File: src/sv/spse_pkg.sv
// ---------------------------------------------------------------------------
// spse_pkg: shared types and constants of the script push secret extractor
// Push opcode codes, parse phases, result status codes and the event
// structs that pass between the parser and the result queue.
// ---------------------------------------------------------------------------
package spse_pkg;

  // length of the push that carries the secret
  localparam int SECRET_BYTES = 32;
  localparam int WORDS_RAW    = (SECRET_BYTES + 7) / 8;
  localparam int NUM_WORDS    = (WORDS_RAW > 4) ? 4 : WORDS_RAW;
  localparam int WIDX_W       = (NUM_WORDS > 1) ? $clog2(NUM_WORDS) : 1;
  localparam int SB_AW        = $clog2(SECRET_BYTES);
  localparam int HOLD_CNT_W   = $clog2(NUM_WORDS + 1);

  // push opcodes
  localparam logic [7:0] OP_DIRECT_MIN = 8'h01;
  localparam logic [7:0] OP_DIRECT_MAX = 8'h4b;
  localparam logic [7:0] OP_PUSH_LEN1  = 8'h4c;
  localparam logic [7:0] OP_PUSH_LEN2  = 8'h4d;

  // push counter: the secret is the third push, the counter sticks at three
  localparam logic [1:0] SECRET_PUSH_NUM = 2'd2;
  localparam logic [1:0] PUSH_CNT_SAT    = 2'd3;

  typedef enum logic [2:0] {
    PH_OPCODE,
    PH_LEN1,
    PH_LEN2_LO,
    PH_LEN2_HI,
    PH_DATA,
    PH_DONE
  } phase_t;

  typedef enum logic [1:0] {
    ST_FOUND     = 2'd0,
    ST_NOT_FOUND = 2'd1,
    ST_TRUNCATED = 2'd2
  } status_t;

  typedef logic [NUM_WORDS-1:0][63:0] words_t;

  // what one accepted byte produced, plus a look-ahead flag
  typedef struct packed {
    logic    found;
    logic    fail;
    status_t fail_status;
    logic    found_next;
  } parse_evt_t;

  // result queue occupancy
  typedef struct packed {
    logic hold_busy;
    logic fail_pend;
  } q_stat_t;

endpackage

File: src/sv/spse_if.sv
// ---------------------------------------------------------------------------
// spse channel interfaces
// Valid/ready channels for script bytes in and secret results out.
// ---------------------------------------------------------------------------
interface spse_in_if;
  logic       valid;
  logic       ready;
  logic [7:0] script_byte;
  logic       end_of_script;

  modport source (output valid, output script_byte, output end_of_script, input ready);
  modport sink   (input valid, input script_byte, input end_of_script, output ready);
endinterface

interface spse_out_if;
  logic        valid;
  logic        ready;
  logic [63:0] secret_word;
  logic [1:0]  word_index;
  logic [1:0]  status;
  logic        last_of_run;

  modport source (output valid, output secret_word, output word_index, output status,
                  output last_of_run, input ready);
  modport sink   (input valid, input secret_word, input word_index, input status,
                  input last_of_run, output ready);
endinterface

File: src/sv/script_push_secret_extractor_top.sv
// ---------------------------------------------------------------------------
// script_push_secret_extractor_top: push parser that extracts a secret
// Parses a byte stream of push opcodes and returns the third push as
// 64-bit words when it is exactly the secret length.
// ---------------------------------------------------------------------------
// The block takes one script byte per cycle on in_chan, with end_of_script
// marking the last byte of each script. It follows the push opcodes (direct
// lengths 0x01-0x4b, one-byte and two-byte little-endian length forms, any
// other opcode as an empty push) and, when the third push is exactly the
// secret length, sends the secret on out_chan as four 64-bit words, first
// byte in bits 7:0, word_index 0 to 3, status found, last_of_run on the
// fourth word. A script that ends before that gives one result with status
// not found (ended between pushes) or truncated (ended inside a push).
// Results go through the holding stage and output register; the word burst
// leaves a word per cycle while ready. Input runs at one byte per cycle;
// the parse state is updated by a single pass of logic per byte. The only
// input stalls come from the result holding stage: while a failure result
// waits behind the output register or behind held words, no byte is taken
// until that failure moves into the output register, and a secret that
// completes while an earlier burst is still being held waits for that burst
// to leave. The capture buffer holds no reset value and is only read after
// all its bytes of the current secret have been written.
// ---------------------------------------------------------------------------
module script_push_secret_extractor_top (
  input  logic              clk,
  input  logic              rst_n,
  spse_in_if.sink           in_chan,
  spse_out_if.source        out_chan
);

  logic                 in_fire;
  logic                 q_in_ready;
  spse_pkg::parse_evt_t evt;
  spse_pkg::words_t     words;
  spse_pkg::status_t    out_status;
  spse_pkg::q_stat_t    q_stat;

  // input transfer
  assign in_chan.ready = q_in_ready;
  assign in_fire       = in_chan.valid && q_in_ready;

  // opcode parsing and secret capture
  spse_parser u_parser (
    .clk     (clk),
    .rst_n   (rst_n),
    .in_fire (in_fire),
    .in_byte (in_chan.script_byte),
    .in_eos  (in_chan.end_of_script),
    .evt     (evt),
    .words   (words)
  );

  // result holding and output register
  spse_result_queue u_queue (
    .clk         (clk),
    .rst_n       (rst_n),
    .found_push  (evt.found),
    .words       (words),
    .fail_push   (evt.fail),
    .fail_status (evt.fail_status),
    .found_next  (evt.found_next),
    .in_ready    (q_in_ready),
    .out_valid   (out_chan.valid),
    .out_ready   (out_chan.ready),
    .out_word    (out_chan.secret_word),
    .out_idx     (out_chan.word_index),
    .out_status  (out_status),
    .out_last    (out_chan.last_of_run),
    .stat        (q_stat)
  );

  assign out_chan.status = out_status;

  // a new burst never lands on words still waiting to leave
  a_no_burst_overwrite: assert property (@(posedge clk) disable iff (!rst_n)
    evt.found |-> !q_stat.hold_busy)
    else $error("secret burst overwrote held words");

  // one byte gives either a secret or a failure, never both
  a_found_xor_fail: assert property (@(posedge clk) disable iff (!rst_n)
    !(evt.found && evt.fail))
    else $error("found and failure on the same byte");

  // a failure is only taken when its slot is free or draining
  a_fail_slot: assert property (@(posedge clk) disable iff (!rst_n)
    evt.fail |-> !(q_stat.fail_pend && q_stat.hold_busy))
    else $error("failure result lost behind a pending one");

  // a found run ends on the last word of the secret
  a_found_last_word: assert property (@(posedge clk) disable iff (!rst_n)
    (out_chan.valid && out_chan.last_of_run && out_status == spse_pkg::ST_FOUND)
      |-> (out_chan.word_index == 2'(spse_pkg::NUM_WORDS - 1)))
    else $error("found run ended on the wrong word");

endmodule

File: src/sv/spse_parser.sv
// ---------------------------------------------------------------------------
// spse_parser: push opcode parser and secret capture buffer
// Walks the script one byte per transfer, tracks push lengths and counts,
// captures the secret push and assembles its words on the final byte.
// ---------------------------------------------------------------------------
module spse_parser (
  input  logic                clk,
  input  logic                rst_n,
  input  logic                in_fire,
  input  logic [7:0]          in_byte,
  input  logic                in_eos,
  output spse_pkg::parse_evt_t evt,
  output spse_pkg::words_t    words
);

  spse_pkg::phase_t phase_r, phase_nxt, phase_step;
  logic [15:0] br_r, br_nxt;
  logic [7:0]  llb_r, llb_nxt;
  logic [1:0]  pc_r, pc_nxt;
  logic        cap_r, cap_nxt;
  logic        found_r, found_nxt;

  logic [7:0]  buf_mem [spse_pkg::SECRET_BYTES];
  logic [spse_pkg::SB_AW-1:0] wr_pos;

  logic        last_data;
  logic        found_evt;

  assign last_data = (phase_r == spse_pkg::PH_DATA) && (br_r == 16'd1);
  assign found_evt = in_fire && last_data && cap_r;
  assign wr_pos    = spse_pkg::SB_AW'(16'(spse_pkg::SECRET_BYTES) - br_r);

  // next state
  always_comb begin
    logic        do_begin;
    logic        cnt_push;
    logic [15:0] len;
    phase_nxt  = phase_r;
    br_nxt     = br_r;
    llb_nxt    = llb_r;
    pc_nxt     = pc_r;
    cap_nxt    = cap_r;
    found_nxt  = found_r;
    phase_step = phase_r;
    do_begin   = 1'b0;
    cnt_push   = 1'b0;
    len        = 16'd0;
    if (in_fire) begin
      unique case (phase_r)
        spse_pkg::PH_OPCODE: begin
          if (in_byte >= spse_pkg::OP_DIRECT_MIN && in_byte <= spse_pkg::OP_DIRECT_MAX) begin
            do_begin = 1'b1;
            len      = {8'h00, in_byte};
          end else if (in_byte == spse_pkg::OP_PUSH_LEN1) begin
            phase_nxt = spse_pkg::PH_LEN1;
          end else if (in_byte == spse_pkg::OP_PUSH_LEN2) begin
            phase_nxt = spse_pkg::PH_LEN2_LO;
          end else begin
            cnt_push = 1'b1;   // any other opcode is an empty push
          end
        end
        spse_pkg::PH_LEN1: begin
          do_begin = 1'b1;
          len      = {8'h00, in_byte};
        end
        spse_pkg::PH_LEN2_LO: begin
          llb_nxt   = in_byte;
          phase_nxt = spse_pkg::PH_LEN2_HI;
        end
        spse_pkg::PH_LEN2_HI: begin
          do_begin = 1'b1;
          len      = {in_byte, llb_r};
        end
        spse_pkg::PH_DATA: begin
          br_nxt = br_r - 16'd1;
          if (br_r == 16'd1) begin
            if (cap_r) begin
              cap_nxt   = 1'b0;
              found_nxt = 1'b1;
              phase_nxt = spse_pkg::PH_DONE;
            end else begin
              cnt_push  = 1'b1;
              phase_nxt = spse_pkg::PH_OPCODE;
            end
          end
        end
        spse_pkg::PH_DONE: begin
        end
        default: begin
        end
      endcase

      if (do_begin) begin
        if (len == 16'd0) begin
          cnt_push  = 1'b1;
          phase_nxt = spse_pkg::PH_OPCODE;
        end else begin
          cap_nxt   = (pc_r == spse_pkg::SECRET_PUSH_NUM) &&
                      (len == 16'(spse_pkg::SECRET_BYTES));
          br_nxt    = len;
          phase_nxt = spse_pkg::PH_DATA;
        end
      end

      if (cnt_push && pc_r != spse_pkg::PUSH_CNT_SAT) begin
        pc_nxt = pc_r + 2'd1;
      end

      phase_step = phase_nxt;

      // end marker: back to the start of a new script
      if (in_eos) begin
        phase_nxt = spse_pkg::PH_OPCODE;
        br_nxt    = 16'd0;
        llb_nxt   = 8'd0;
        pc_nxt    = 2'd0;
        cap_nxt   = 1'b0;
        found_nxt = 1'b0;
      end
    end
  end

  // outputs
  always_comb begin
    evt.found       = found_evt;
    evt.fail        = in_fire && in_eos && !found_r && !found_evt;
    evt.fail_status = (phase_step == spse_pkg::PH_OPCODE) ? spse_pkg::ST_NOT_FOUND
                                                          : spse_pkg::ST_TRUNCATED;
    evt.found_next  = last_data && cap_r;
  end

  // secret words: buffered bytes, with the byte now arriving as the last one
  always_comb begin
    for (int k = 0; k < spse_pkg::NUM_WORDS; k++) begin
      for (int b = 0; b < 8; b++) begin
        if (k * 8 + b < spse_pkg::SECRET_BYTES - 1) begin
          words[k][b*8 +: 8] = buf_mem[spse_pkg::SB_AW'(k * 8 + b)];
        end else if (k * 8 + b == spse_pkg::SECRET_BYTES - 1) begin
          words[k][b*8 +: 8] = in_byte;
        end else begin
          words[k][b*8 +: 8] = 8'h00;
        end
      end
    end
  end

  always_ff @(posedge clk) begin
    if (!rst_n) begin
      phase_r <= spse_pkg::PH_OPCODE;
      br_r    <= 16'd0;
      llb_r   <= 8'd0;
      pc_r    <= 2'd0;
      cap_r   <= 1'b0;
      found_r <= 1'b0;
    end else begin
      phase_r <= phase_nxt;
      br_r    <= br_nxt;
      llb_r   <= llb_nxt;
      pc_r    <= pc_nxt;
      cap_r   <= cap_nxt;
      found_r <= found_nxt;
    end
  end

  always_ff @(posedge clk) begin
    if (in_fire && phase_r == spse_pkg::PH_DATA && cap_r) begin
      buf_mem[wr_pos] <= in_byte;
    end
  end

endmodule

File: src/sv/spse_result_queue.sv
// ---------------------------------------------------------------------------
// spse_result_queue: result holding and output register
// Holds a burst of secret words and one failure result, and feeds them
// in order into the output register.
// ---------------------------------------------------------------------------
module spse_result_queue (
  input  logic              clk,
  input  logic              rst_n,
  input  logic              found_push,
  input  spse_pkg::words_t  words,
  input  logic              fail_push,
  input  spse_pkg::status_t fail_status,
  input  logic              found_next,
  output logic              in_ready,
  output logic              out_valid,
  input  logic              out_ready,
  output logic [63:0]       out_word,
  output logic [1:0]        out_idx,
  output spse_pkg::status_t out_status,
  output logic              out_last,
  output spse_pkg::q_stat_t stat
);

  spse_pkg::words_t                  hold_word_r;
  logic [spse_pkg::HOLD_CNT_W-1:0]   hold_cnt_r, hold_cnt_nxt;
  logic [spse_pkg::WIDX_W-1:0]       hold_idx_r, hold_idx_nxt;
  logic                              fail_pend_r, fail_pend_nxt;
  spse_pkg::status_t                 fail_status_r;

  logic                              out_valid_r, out_valid_nxt;
  logic [63:0]                       out_word_r;
  logic [1:0]                        out_idx_r;
  spse_pkg::status_t                 out_status_r;
  logic                              out_last_r;

  logic out_free, hold_busy, take_hold, take_fail;

  assign hold_busy = (hold_cnt_r != '0);
  assign out_free  = !out_valid_r || out_ready;
  assign take_hold = out_free && hold_busy;
  assign take_fail = out_free && !hold_busy && fail_pend_r;

  // a failure slot that drains this cycle is free again; a new burst waits
  // until the last one has left the holding words
  assign in_ready = (!fail_pend_r || take_fail) && !(hold_busy && found_next);

  always_comb begin
    out_valid_nxt = take_hold || take_fail || (out_valid_r && !out_ready);
    hold_cnt_nxt  = hold_cnt_r;
    hold_idx_nxt  = hold_idx_r;
    fail_pend_nxt = fail_pend_r;
    if (found_push) begin
      hold_cnt_nxt = spse_pkg::HOLD_CNT_W'(spse_pkg::NUM_WORDS);
      hold_idx_nxt = '0;
    end else if (take_hold) begin
      hold_cnt_nxt = hold_cnt_r - spse_pkg::HOLD_CNT_W'(1);
      hold_idx_nxt = hold_idx_r + spse_pkg::WIDX_W'(1);
    end
    if (fail_push) begin
      fail_pend_nxt = 1'b1;
    end else if (take_fail) begin
      fail_pend_nxt = 1'b0;
    end
  end

  always_ff @(posedge clk) begin
    if (!rst_n) begin
      hold_cnt_r  <= '0;
      hold_idx_r  <= '0;
      fail_pend_r <= 1'b0;
      out_valid_r <= 1'b0;
    end else begin
      hold_cnt_r  <= hold_cnt_nxt;
      hold_idx_r  <= hold_idx_nxt;
      fail_pend_r <= fail_pend_nxt;
      out_valid_r <= out_valid_nxt;
    end
  end

  always_ff @(posedge clk) begin
    if (found_push) begin
      hold_word_r <= words;
    end
    if (fail_push) begin
      fail_status_r <= fail_status;
    end
    if (take_hold) begin
      out_word_r   <= hold_word_r[hold_idx_r];
      out_idx_r    <= 2'(hold_idx_r);
      out_status_r <= spse_pkg::ST_FOUND;
      out_last_r   <= (hold_cnt_r == spse_pkg::HOLD_CNT_W'(1));
    end else if (take_fail) begin
      out_word_r   <= 64'd0;
      out_idx_r    <= 2'd0;
      out_status_r <= fail_status_r;
      out_last_r   <= 1'b1;
    end
  end

  assign out_valid      = out_valid_r;
  assign out_word       = out_word_r;
  assign out_idx        = out_idx_r;
  assign out_status     = out_status_r;
  assign out_last       = out_last_r;
  assign stat.hold_busy = hold_busy;
  assign stat.fail_pend = fail_pend_r;

endmodule

File: src/flat_wrapper.sv
// flat-port wrapper written by rule: the top's interface ports become plain ports
module script_push_secret_extractor_top_flat 
  (clk, rst_n, in_chan_valid, in_chan_script_byte, in_chan_end_of_script, in_chan_ready, out_chan_valid, out_chan_secret_word, out_chan_word_index, out_chan_status, out_chan_last_of_run, out_chan_ready);
  spse_in_if in_chan_i ();
  spse_out_if out_chan_i ();
  input  logic clk;
  input  logic rst_n;
  input wire logic [$bits(in_chan_i.valid)-1:0] in_chan_valid;
  input wire logic [$bits(in_chan_i.script_byte)-1:0] in_chan_script_byte;
  input wire logic [$bits(in_chan_i.end_of_script)-1:0] in_chan_end_of_script;
  output wire logic [$bits(in_chan_i.ready)-1:0] in_chan_ready;
  output wire logic [$bits(out_chan_i.valid)-1:0] out_chan_valid;
  output wire logic [$bits(out_chan_i.secret_word)-1:0] out_chan_secret_word;
  output wire logic [$bits(out_chan_i.word_index)-1:0] out_chan_word_index;
  output wire logic [$bits(out_chan_i.status)-1:0] out_chan_status;
  output wire logic [$bits(out_chan_i.last_of_run)-1:0] out_chan_last_of_run;
  input wire logic [$bits(out_chan_i.ready)-1:0] out_chan_ready;
  assign in_chan_i.valid = in_chan_valid;
  assign in_chan_i.script_byte = in_chan_script_byte;
  assign in_chan_i.end_of_script = in_chan_end_of_script;
  assign in_chan_ready = in_chan_i.ready;
  assign out_chan_valid = out_chan_i.valid;
  assign out_chan_secret_word = out_chan_i.secret_word;
  assign out_chan_word_index = out_chan_i.word_index;
  assign out_chan_status = out_chan_i.status;
  assign out_chan_last_of_run = out_chan_i.last_of_run;
  assign out_chan_i.ready = out_chan_ready;
  script_push_secret_extractor_top u_core (.clk(clk), .rst_n(rst_n), .in_chan(in_chan_i), .out_chan(out_chan_i));
endmodule
File: config.mk
export PLATFORM = sky130hd
export DESIGN_NAME = script_push_secret_extractor_top_flat
export DESIGN_NICKNAME = d
export VERILOG_FILES = /design/src/sv/spse_pkg.sv /design/src/sv/spse_if.sv /design/src/sv/script_push_secret_extractor_top.sv /design/src/sv/spse_parser.sv /design/src/sv/spse_result_queue.sv /design/src/flat_wrapper.sv
export SDC_FILE = /design/constraint.sdc
export NUM_CORES = 1
export LEC_CHECK = 0
export BUFFER_PORTS_ARGS = -buffer_cell sky130_fd_sc_hd__buf_2
export CORE_MARGIN = 5
export CORE_UTILIZATION = 45
export CTS_BUF_LIST = sky130_fd_sc_hd__clkbuf_8
export CTS_CLUSTER_DIAMETER = 150
export DETAILED_ROUTE_END_ITERATION = 8
export PLACE_DENSITY_LB_ADDON = 0.08
export SYNTH_ARGS = -nofsm -noshare
export SYNTH_HDL_FRONTEND = slang
export SYNTH_SLANG_ARGS = --single-unit
File: constraint.sdc
create_clock -name clk -period 17.9 [get_ports clk]
set_input_delay 1.79 -clock clk [delete_from_list [all_inputs] [get_ports clk]]
set_output_delay 1.79 -clock clk [all_outputs]
set_load 0.005 [all_outputs]
=== After elaboration in Yosys (flattened, before gate mapping) ===
Memories as Yosys holds them, arrays and structs flattened. A register that Yosys moved wholly into a read port is not among the register bits.
Cells that the tools add are included.

* Word-level logic and storage cells: 142
* Memory bits (writable): 256
* Output and inout bits: 71
* Flip-flop bits (word level): 173
* Memories kept: 1
* Input port bits: 13

{| class="wikitable"
|+ Memory list
! memory !! words !! width !! read ports !! clocked after Yosys merged registers in !! write ports !! RTL line !! RTL
|-
| u_core.u_parser.buf_mem || 32 || 8 || 31 || 31 || 1 || spse_parser.sv:23 || <nowiki>logic [7:0] buf_mem [spse_pkg::SECRET_BYTES];</nowiki>
|}

* Magnitude comparators: 3
* Multiplexer cells: 57
* Bitwise logic cells: 1
* Reduce and logical (&&, ||, !) cells: 47
* Add/sub/neg operators: 5
* Eq/ne operators: 11

{| class="wikitable"
|+ Operators with widths
! kind !! number
|-
| two-way mux 64 bit || 3
|-
| binary-select mux 64 bit (select 2 bit) || 1
|-
| two-way mux 16 bit || 5
|-
| case mux 16 bit (3 select lines) || 1
|-
| two-way mux 3 bit || 11
|-
| two-way mux 1 bit || 25
|-
| two-way mux 8 bit || 3
|-
| logical AND 1 bit || 19
|-
| equality test 16 x 1 -> 1 bit, second input constant || 1
|-
| equality test 16 x 6 -> 1 bit, second input constant || 1
|-
| equality test 8 x 7 -> 1 bit, second input constant || 2
|-
| zero test 16 bit || 1
|-
| nonzero test 2 bit || 8
|-
| subtractor 16 x 1 -> 16 bit, second input constant || 1
|-
| two-way mux 2 bit || 5
|-
| case mux 3 bit (3 select lines) || 1
|-
| >= comparator 8 x 1 -> 1 bit, second input constant || 1
|-
| <= comparator 8 x 7 -> 1 bit, second input constant || 1
|-
| zero test 1 bit || 7
|-
| equality test 3 x 1 -> 1 bit, second input constant || 2
|-
| equality test 3 x 2 -> 1 bit, second input constant || 2
|-
| zero test 3 bit || 2
|-
| subtractor 1 x 5 -> 5 bit, first input constant || 1
|-
| adder 2 x 1 -> 2 bit, second input constant || 2
|-
| other kinds (12) || 18
|}

=== Longest topological paths before layout ===
Gate-level depths: netlist of run 1.

* Depth in word-level cells: 15
* Depth in mapped cells: 9
* Depth with buffers taken out: 8

=== Modules after synthesis ===
Synthesis of run 1 repeated with hierarchy kept, for this count alone.

* Cells, all modules: 1,121
* Area, all modules: 22,178.8 um2

{| class="wikitable"
|+ Modules (own cells, without submodules)
! module !! cells an instance !! seq. area each (um2) !! area each (um2) !! instances
|-
| spse_result_queue || 539 || 9,939.5 || 12,230.5 || 1
|-
| spse_parser || 581 || 8,067.7 || 9,942.0 || 1
|-
| script_push_secret_extractor_top || 1 || 0.0 || 6.3 || 1
|}

=== Worst setup path after synthesis of run 1 ===
OpenSTA, ideal clock, no wires.

* Path type: input to register
* Start point: input port out_chan_ready
* End point: register u_core.u_parser.found_r
* Path buffers: 0
* Cell stages on the path: 6
* Data required time: 17.790 ns
* Setup slack: 3.063 ns
* Library setup time: 0.110 ns
* Arrival time: 14.728 ns
* Cell sequence: nor2b_1 > o21ai_4 > and2_0 > nand2_2 > nor2_1 > o221a_2

* Word-level cells in the longest chain between the ends: 7

{| class="wikitable"
|+ RTL lines
! what !! RTL line !! RTL
|-
| start, declared || flat_wrapper.sv:17 || <nowiki>input wire logic [$bits(out_chan_i.ready)-1:0] out_chan_ready;</nowiki>
|-
| logical OR 1 bit || spse_result_queue.sv:39 || <nowiki>assign out_free = !out_valid_r || out_ready;</nowiki>
|-
| logical AND 1 bit (2 in series) || spse_result_queue.sv:41 || <nowiki>assign take_fail = out_free && !hold_busy && fail_pend_r;</nowiki>
|-
| logical OR 1 bit || spse_result_queue.sv:45 || <nowiki>assign in_ready = (!fail_pend_r || take_fail) && !(hold_busy && found_next);</nowiki>
|-
| logical AND 1 bit || spse_result_queue.sv:45 ||
|-
| logical AND 1 bit || script_push_secret_extractor_top.sv:40 || <nowiki>assign in_fire = in_chan.valid && q_in_ready;</nowiki>
|-
| AND reduction 4 bit (no source line) || n/a ||
|-
| end signal, assigned || spse_parser.sv:161 || <nowiki>found_r <= found_nxt;</nowiki>
|-
| end, declared || spse_parser.sv:21 || <nowiki>logic found_r, found_nxt;</nowiki>
|}

No other way between the ends.
A chain may end at the register's enable or synchronous reset.

==> flow_summary_export.csv, run 1 <==
group,metric,value,unit
run_status,outcome,"completed",
placement,placed_area,0.0233,mm2
worst_setup_path,regToRegSetupSlack,12.91,ns
cts,numCtsBuffers,100,
detailed_routing,via_per_inst,5.25,
cts,path_clk_slew,0.06,ns
hold_path,hold_end,"u_core.u_queue.hold_word_r[59]",
yosys,synthSimpleGateAreaFrac,0.0613,
cts,holdBufCountCts,0,
placement,pre_cts_slack,11.95,ns
finish,post_layout_nonfiller_instances,2008,
floorplan,die_y,232,um
worst_setup_path,critPathRequiredTime,18.16,ns
yosys,synth_compound_area_frac,0.0343,
yosys,synth_top_family_by_area,"multiplexers",
yosys,synthTopCellsByArea,"edfxtp_1, mux4_2, dfxtp_1",
pwr,p_per_area,133,mW/mm2
cts,cts-root-buf,"clkbuf_8",
yosys,synth.cell_area,0.0221,mm2
detailed_routing,num_vias,10500,
pwr,pwr-share-comb,0.146,
detailed_routing,ant_nets,0,
grt,grt_pass1_vias,11200,
placement,placed_cells,1830,
grt,grt_antenna_before_repair,1,
timing,slew_headroom,0.294,
worst_setup_path,reg2regPathDepth,10,
finish,n_antenna_cell,0,
pwr,p_sw,858,uW
grt,overflow,0,
pwr,pwr-share-seq,0.523,
pwr,swShare,0.257,
timing,worst_slack,12.69,ns
floorplan,die-area,0.0537,mm2
worst_setup_path,path_class,"in -> reg",
detailed_routing,wl_per_cell,21.7,um
yosys,yosys.area.top_type,"edfxtp_1",
yosys,synth_common_cells,"edfxtp_1, and3_1, nor2_1",
grt,grt_max_degree,81,
yosys,synth-edff-count,573,
yosys,synthAdderAreaFrac,0.00566,
detailed_routing,drc_errors,0,
floorplan,io_pins,84,
cts,htreeDepth,3,
timing,hold_viol_final,0,
detailed_routing,drt_wl_total,43.6,mm
yosys,yosysMostFrequentCell,"edfxtp_1",
cts,cts.sinks,613,
pwr,total_power,3.34,mW
floorplan,dieWidth,232,um
yosys,syn_area_per_cell,19.8,um2
pwr,ir_drop,0.144,mV
timing,fin_skew,0.0456,ns
timing,grt_setup_unrepaired,"false",
finish,fin_nets,1291,
cts,cts_tree,"yes",
worst_setup_path,reg2reg_to,"u_core.u_queue.hold_word_r[229]",
yosys,async_flop_share,0,
timing,setup-violations-final,0,
pwr,clockPowerShare,0.331,
worst_setup_path,startpoint_type,"input pin",
yosys,synthFlopType,"edfxtp_1",
timing,max_freq,0.192,GHz
cts,cts_setup_buffers,0,
grt,grt_usage,0.164,
yosys,synthesis.nets,1138,
detailed_routing,dr.first_iter.drc_count,731,
timing,fin_crit_sh,0.291,
worst_setup_path,timing.rr.start,"u_core.u_queue.hold_cnt_r[0]",
worst_setup_path,crit_path_end_kind,"flip-flop",
timing,tns,0,ns
yosys,synth-seq-cells,613,
hold_path,holdCritStartpoint,"u_core.u_parser.buf_mem[7][3]",
yosys,synth_top_area_frac,0.778,
finish,drive_above_1_share,0.240,
finish,fin_area,0.0251,mm2
pwr,p_leak,8.37,nW
grt,grt_first_pass_wirelength,66.5,mm
floorplan,core,0.0487,mm2
detailed_routing,first_pass_iters,5,
floorplan,start_util,0.454,
hold_path,hold_class,"reg -> reg",
placement,gp_routability_congestion,0.821,
yosys,yosysUniqueCellTypes,77,
placement,port_buffers,83,
floorplan,row_count,81,
cts,clock_latency,0.67,ns
finish,syn_to_final_growth,13.4,%
yosys,synthCells,1115,
placement,place_hpwl,23.9,mm
cts,cts_resized,0,
yosys,synth-xor-area-share,0.00238,
timing,period_needed,5.21,ns
timing,slew_viol_final,0,
yosys,synth.mux.area_fraction,0.0685,
yosys,ys_warn_count,0,
hold_path,hold_depth,0,
timing,tightest_slew,1.05,ns
cts,cts_buffer_depth,3,
worst_setup_path,critical_path_arrival,5.47,ns
job,drv_cap,0,
yosys,yosysSeqAreaShare,0.814,
pwr,intPower,2.48,mW
worst_setup_path,path_max_fanout,80,
-- worst max-delay path by stage --
stage              startpoint                         endpoint  slack, ns
6_report       out_chan_ready  u_core.u_queue.hold_word_r[229]      12.69
3_3_place_gp   out_chan_ready  u_core.u_queue.hold_word_r[111]      12.03
5_1_grt        out_chan_ready  u_core.u_queue.hold_word_r[186]      12.41
4_1_cts        out_chan_ready  u_core.u_queue.hold_word_r[187]      12.66
2_1_floorplan  out_chan_ready          u_core.u_parser.found_r       3.06
3_5_place_dp   out_chan_ready  u_core.u_queue.hold_word_r[238]      11.95
-- placed cells by master (no fill, tap or decap), drive strengths merged, types with 3 or more instances in the layout --
cell    instances
nor2b           8
or3             5
nor2           67
o31ai           7
edfxtp        573
inv            49
nor3           11
a31oi          10
a21oi          18
mux2            3
and3           68
o21ai          19
clkbuf        102
nand2          37
clkinv         40
nor4            7
o22ai           4
mux2i           4
ha             10
nand3          15
mux4           64
bufinv          3
xnor2           4
a32oi           4
a211o           3
a22oi          13
a22o            3
and2            3
dfxtp          40
nand4          14
buf            97
-- stage by stage --
stage	hold WS, ns	utilization
after detailed placement	0.405	0.477
final	0.397	0.515
after global routing	0.399	0.515
after CTS	0.395	0.515
after global placement	0.401	0.477
after floorplan	0.400	-
-- power groups by stage --
stage | registers, mW | clock network, mW | logic [mW]
final | 1.75 | 1.10 | 0.489
after global routing | 1.76 | 1.21 | 0.539
after CTS | 1.75 | 1.14 | 0.510
after detailed placement | 1.78 | 0 | 0.508
after global placement | 1.78 | 0 | 0.504
after floorplan | 1.78 | 0 | 0.300
-- final cells by class --
| class | count | area (um2) |
|---|---|---|
| Fill cell | 3974 | 23700 |
| Sequential cell | 613 | 18000 |
| Multi-Input combinational cell | 438 | 3840 |
| Clock buffer | 102 | 1400 |
| Tap cell | 664 | 831 |
| Timing Repair Buffer | 97 | 520 |
| Clock inverter | 76 | 409 |
| Inverter | 18 | 67.6 |
-- sequential cells by signal, indices dropped and copies added, names as in the netlist --
| signal | cells |
|---|---|
| u_core.u_queue.out_idx | 2 |
| u_core.u_parser.br_r | 16 |
| u_core.u_parser.buf_mem | 248 |
| u_core.u_queue.fail_status_r | 2 |
| u_core.u_queue.fail_pend_r | 1 |
| u_core.u_queue.hold_cnt_r | 3 |
| u_core.u_parser.llb_r | 8 |
| u_core.u_parser.phase_r | 3 |
| u_core.u_queue.hold_word_r | 256 |
| u_core.u_queue.out_last | 1 |
| u_core.u_queue.hold_idx_r | 2 |
| u_core.u_queue.out_word | 64 |
| u_core.u_queue.out_valid | 1 |
| u_core.u_parser.pc_r | 2 |
| u_core.u_queue.out_status | 2 |
| u_core.u_parser.found_r | 1 |
| u_core.u_parser.cap_r | 1 |
-- critical path, stage by stage --
cell and delay, ns:
buf_2 0.08, nor2b_1 0.10, o21ai_4 0.20, and2_0 0.32, nand2_2 0.29, nor2_4 0.82
buf_4 0.87, buf_4 0.83
-- logic make-up after synthesis --
group                      Yosys count
AOI/OAI and AO/OA                  104
xor gates and xnor gates             6
adders and majority gates           10
buffers and inverters               64
DFF                                613
muxes                               71
and+or+nand+nor                    247
-- layer usage --
layer | vias up | part of all wire | GRT usage
met5 | - | 0 | 0
met4 | 0 | 0.029 | 0.0657
met3 | 81 | 0.048 | 0.0340
met2 | 277 | 0.49 | 0.268
met1 | 5360 | 0.43 | 0.218
li1 | 4822 | - | -
Power figures use the tool's default switching activity.
==> inputs of run 2 (changes only) <==
Clock period 17.9 ns to 5 ns, I/O delays scaled along.
==> run 2 against run 1 <==
Core utilization increased by 0.072 points. Worst hold slack got worse by 0.26 ns. Critical path depth increased by 1. Critical endpoint is now u_core.u_parser.buf_mem[25][4]. Global-route usage increased by 1.7 points. Die area unchanged. Clock skew decreased by 0.025 ns. Register-to-register slack got worse by 12 ns. Sequential share of layout area decreased by 0.090 points. Combinational power increased to 3.6 times the previous value. Sequential cell count unchanged.
==> flow_summary_export.csv, run 2 (same netlist as run 1, synthesis figures left out) <==
group,metric,value,unit
finish,final_common_cell,"edfxtp_1",
floorplan,core,0.0487,mm2
finish,syn_to_final_growth,13.5,%
finish,regMostFlops,"u_core.u_queue.hold_word_r",
detailed_routing,first_pass_iters,9,
timing,period_needed,3.76,ns
placement,port_buffers,83,
timing,tightest_slew,1.23,ns
pwr,pwr-share-comb,0.147,
grt,overflow,0,
detailed_routing,num_vias,10800,
timing,hold_viol_final,0,
cts,htreeDepth,3,
cts,clock_latency,0.65,ns
finish,drive_above_1_share,0.242,
pwr,intPower,8.86,mW
finish,multi_input_area,0.00386,mm2
placement,gp_routability_congestion,0.859,
worst_setup_path,crit_path_end_kind,"flip-flop",
pwr,ir_drop,0.209,mV
worst_setup_path,regToRegSetupSlack,1.24,ns
cts,numCtsBuffers,99,
placement,place_hpwl,28.3,mm
timing,max_freq,0.266,GHz
timing,fin_crit_sh,0.753,
cts,cts_resized,0,
timing,slew_headroom,0.179,
timing,slew_viol_final,0,
finish,fin_nets,1291,
pwr,clockPowerShare,0.326,
worst_setup_path,slowest_stage,"nor2_1",
detailed_routing,drc_errors,0,
detailed_routing,wl_per_cell,23.9,um
detailed_routing,drt_wl_total,48.1,mm
grt,grt_antenna_before_repair,2,
cts,cts-root-buf,"clkbuf_8",
finish,largest_reg_flops,256,
worst_setup_path,reg2regPathDepth,9,
grt,grt_first_pass_wirelength,72.1,mm
hold_path,holdCritStartpoint,"rst_n",
detailed_routing,ant_nets,0,
worst_setup_path,cp_cell_sequence,"inv_1, ha_1, or2b_4, o21ai_4, nand2_1, nor2_1, buf_4, nand4_1, nor2_1",
cts,cts_tree,"yes",
cts,path_clk_slew,0.06,ns
timing,grt_setup_unrepaired,"false",
pwr,p_per_area,476,mW/mm2
worst_setup_path,critical_path_arrival,4.03,ns
floorplan,die-area,0.0537,mm2
cts,cts.sinks,613,
finish,fin_util,0.515,
grt,grt_max_degree,199,
worst_setup_path,crit_start,"u_core.u_queue.hold_cnt_r[0]",
pwr,p_leak,8.38,nW
floorplan,row_count,81,
worst_setup_path,timing.rr.start,"u_core.u_queue.hold_cnt_r[0]",
detailed_routing,dr.first_iter.drc_count,1047,
finish,seq_area,0.0180,mm2
job,drv_cap,0,
floorplan,die_y,232,um
finish,layout_common_cells,"edfxtp_1, clkbuf_8, buf_2, and3_1, nor2_1",
timing,setup-violations-final,0,
worst_setup_path,startpoint_type,"flip-flop",
worst_setup_path,crit_path_max_incr_delay,0.75,ns
grt,grt_usage,0.181,
pwr,pwr-share-seq,0.527,
hold_path,hold_depth,2,
hold_path,hold_class,"in -> reg",
worst_setup_path,path_class,"reg -> reg",
run_status,outcome,"completed",
detailed_routing,via_per_inst,5.35,
floorplan,dieWidth,232,um
pwr,p_sw,3.10,mW
floorplan,io_pins,84,
worst_setup_path,crit_top_cell,"nor2_1",
pwr,total_power,12.0,mW
worst_setup_path,critPathRequiredTime,5.27,ns
finish,fill_cells,3939,
grt,grt_pass1_vias,11200,
cts,cts_buffer_depth,3,
worst_setup_path,path_max_fanout,68,
cts,holdBufCountCts,0,
hold_path,hold_end,"u_core.u_queue.hold_cnt_r[2]",
timing,fin_skew,0.0207,ns
cts,cts_setup_buffers,0,
floorplan,start_util,0.454,
worst_setup_path,reg2reg_to,"u_core.u_parser.buf_mem[25][4]",
pwr,swShare,0.259,
-- run 2: cell type report --
type                            instances  area share
Antenna cell                            3    0.000299
Clock buffer                          104      0.0570
Clock inverter                         75      0.0145
Inverter                               18     0.00269
Multi-Input combinational cell        438       0.154
Sequential cell                       613       0.717
Tap cell                              664      0.0331
Timing Repair Buffer                   98      0.0215
-- run 2: how the worst max path moves through the flow --
stage	end	slack (ns)	cells past startpoint
2_1_floorplan	u_core.u_parser.found_r	-0.78	6
3_3_place_gp	u_core.u_parser.buf_mem[5][2]	1.35	9
3_5_place_dp	u_core.u_parser.buf_mem[25][3]	1.19	9
4_1_cts	u_core.u_parser.buf_mem[25][4]	1.17	9
5_1_grt	u_core.u_parser.buf_mem[25][4]	0.90	9
6_report	u_core.u_parser.buf_mem[25][4]	1.24	9
-- run 2: power by group through the flow --
stage / clock, mW / combinational [mW] / sequential [mW]
6_report: 3.90 / 1.76 / 6.31
5_1_grt: 4.28 / 1.92 / 6.35
4_1_cts: 4.03 / 1.81 / 6.32
3_5_place_dp: 0 / 1.81 / 6.42
3_3_place_gp: 0 / 1.79 / 6.42
2_1_floorplan: 0 / 1.08 / 6.36
-- run 2: stage by stage --
| step | hold slack (ns) | setup WS, ns | setup TNS [ns] | instance area [um2] | std cells |
|---|---|---|---|---|---|
| after floorplan | 0.400 | -0.781 | -137.28 | 22200 | 1115 |
| after global placement | 0.401 | 1.35 | 0 | 23300 | 1831 |
| after detailed placement | 0.405 | 1.19 | 0 | 23300 | 1831 |
| after CTS | 0.0654 | 1.17 | 0 | 25100 | 2010 |
| after global routing | 0.115 | 0.904 | 0 | 25100 | 2012 |
| final | 0.137 | 1.24 | 0 | 25100 | 2013 |
-- run 2: critical path: cells and delay by family, from the launching register on --
family          cells  cell delay (ns)
compound gates      1             0.27
flops               1             0.33
fa+ha+maj           1             0.17
simple gates        5             2.29
buf+inv             2             0.32
-- run 2: layer usage --
| metal | GRT usage | wire length (um) |
|---|---|---|
| met1 | 0.265 | 22400 |
| met2 | 0.279 | 22300 |
| met3 | 0.0364 | 2670 |
| met4 | 0.0556 | 769 |
| met5 | 0 | 0 |
==> inputs of run 3 (changes only) <==
Clock period 5 ns to 3.2 ns, I/O delays scaled along.
==> run 3 against run 2 <==
Non-clock buffer count grew 56. Highest routed layer unchanged. Critical path type unchanged. Die area stayed put. Setup slack got worse by 0.94 ns. Total power increased by 55%.
==> flow_summary_export.csv, run 3 (same netlist as run 1, synthesis figures left out) <==
group,metric,value,unit
cts,cts_buffer_depth,3,
finish,post_layout_nonfiller_instances,2062,
floorplan,core,0.0487,mm2
floorplan,die-area,0.0537,mm2
placement,pre_cts_slack,0.351,ns
finish,largest_reg_flops,256,
cts,path_clk_slew,0.06,ns
detailed_routing,dr.first_iter.drc_count,862,
timing,max_freq,0.345,GHz
pwr,total_power,18.5,mW
timing,fin_skew,0.0244,ns
grt,grt_max_degree,68,
cts,cts.sinks,613,
pwr,ir_drop,0.324,mV
cts,numCtsBuffers,95,
finish,n_antenna_cell,0,
finish,fin_nets,1343,
floorplan,row_count,81,
grt,grt_pass1_vias,11100,
timing,slew_headroom,0.345,
timing,setup-violations-final,0,
placement,placed_area,0.0238,mm2
pwr,pwr-share-seq,0.524,
pwr,intPower,13.7,mW
cts,cts_resized,0,
pwr,swShare,0.263,
finish,seq_area,0.0180,mm2
pwr,p_leak,8.62,nW
finish,multi_input_area,0.00386,mm2
grt,grt_antenna_before_repair,2,
cts,clock_latency,0.66,ns
detailed_routing,first_pass_iters,6,
grt,grt_first_pass_wirelength,69.6,mm
worst_setup_path,path_max_fanout,21,
timing,slew_viol_final,0,
placement,gp_routability_congestion,0.866,
worst_setup_path,critPathRequiredTime,3.55,ns
grt,grt_usage,0.175,
grt,overflow,0,
worst_setup_path,crit_path_end_kind,"flip-flop",
timing,fin_crit_sh,0.907,
detailed_routing,drt_wl_total,46.5,mm
pwr,p_sw,4.87,mW
placement,placed_cells,1886,
pwr,pwr-share-comb,0.162,
worst_setup_path,startpoint_type,"flip-flop",
finish,final_common_cell,"edfxtp_1",
timing,grt_setup_unrepaired,"false",
detailed_routing,drc_errors,0,
detailed_routing,num_vias,10800,
floorplan,io_pins,84,
pwr,p_per_area,727,mW/mm2
job,drv_cap,0,
detailed_routing,via_per_inst,5.24,
cts,cts-root-buf,"clkbuf_8",
detailed_routing,wl_per_cell,22.6,um
finish,syn_to_final_growth,15.2,%
pwr,clockPowerShare,0.314,
cts,cts_tree,"yes",
timing,worst_slack,0.298,ns
finish,fin_area,0.0255,mm2
floorplan,dieWidth,232,um
cts,htreeDepth,3,
run_status,outcome,"completed",
placement,port_buffers,83,
worst_setup_path,path_class,"reg -> reg",
finish,fill_cells,3906,
timing,tightest_slew,0.979,ns
detailed_routing,ant_nets,0,
timing,tns,0,ns
floorplan,start_util,0.454,
finish,layout_common_cells,"edfxtp_1, clkbuf_8, buf_2, and3_1, nor2_1",
timing,hold_viol_final,0,
placement,place_hpwl,28.0,mm
timing,period_needed,2.90,ns
hold_path,hold_class,"in -> reg",
finish,regMostFlops,"u_core.u_queue.hold_word_r",
finish,drive_above_1_share,0.271,
floorplan,die_y,232,um
worst_setup_path,critical_path_arrival,3.25,ns
[run 3: cell types whose count changed in the layout (fill, tap and decap cells not counted), moves of 3 or more]
cell / delta
clkinv_2: +7
clkinv_1: +5
buf_4: +49
diode_2: -3
buf_12: +6
inv_1: -7
clkbuf_8: -8
[run 3: timing repair]
item,4_1_cts,5_1_grt
setup endpoints to repair,0,0
setup buffers,0,0
endpoints found under the hold margin,3,0
hold buffers,1,0
[run 3: layer usage]
metal	vias up	routed length, um	GRT usage
met2	293	22800	0.282
met4	0	1070	0.0607
met3	75	2170	0.0319
met1	5518	20500	0.243
li1	4927	-	-
met5	-	0	0
[run 3: path summary, 6_finish.rpt]
kind / start / endpoint / slack, ns / cells after the start
setup / recovery: u_core.u_queue.hold_cnt_r[0] / u_core.u_parser.buf_mem[25][0] / 0.30 / 9
hold / removal: in_chan_script_byte[6] / u_core.u_parser.buf_mem[26][6] / 0.11 / 1
setup reg to reg: u_core.u_queue.hold_cnt_r[0] / u_core.u_parser.buf_mem[25][0] / 0.30 / 9
hold reg to reg: u_core.u_parser.buf_mem[28][5] / u_core.u_queue.hold_word_r[229] / 0.41 / 0
[run 3: per-stage QoR]
| step | util | hold WS (ns) |
|---|---|---|
| after global placement | 0.488 | 0.400 |
| final | 0.523 | 0.111 |
| after global routing | 0.523 | 0.0722 |
| after floorplan | - | 0.400 |
| after detailed placement | 0.488 | 0.405 |
| after CTS | 0.523 | 0.0417 |
[run 3: cell type report]
type / count / area share
Tap cell: 664 / 0.0326
Sequential cell: 613 / 0.707
Clock buffer: 96 / 0.0518
Clock inverter: 79 / 0.0143
Timing Repair Buffer: 154 / 0.0407
Multi-Input combinational cell: 438 / 0.151
Inverter: 18 / 0.00265
[run 3: critical path, cell delays in order (launching register included)]
cell	delay, ns
dfxtp_1	0.33
inv_1	0.09
ha_1	0.16
or2b_4	0.39
o21ai_4	0.19
nand2_1	0.11
nor2_1	0.34
nand4_1	0.50
nor2_1	0.27
buf_4	0.22
[run 3: power by group through the flow]
stage / registers, mW / logic, mW / clock network, mW
2_1_floorplan: 9.90 / 1.70 / 0
3_3_place_gp: 9.89 / 3.08 / 0
3_5_place_dp: 9.90 / 3.09 / 0
4_1_cts: 9.74 / 3.09 / 6.02
5_1_grt: 9.77 / 3.30 / 6.41
6_report: 9.72 / 3.00 / 5.81
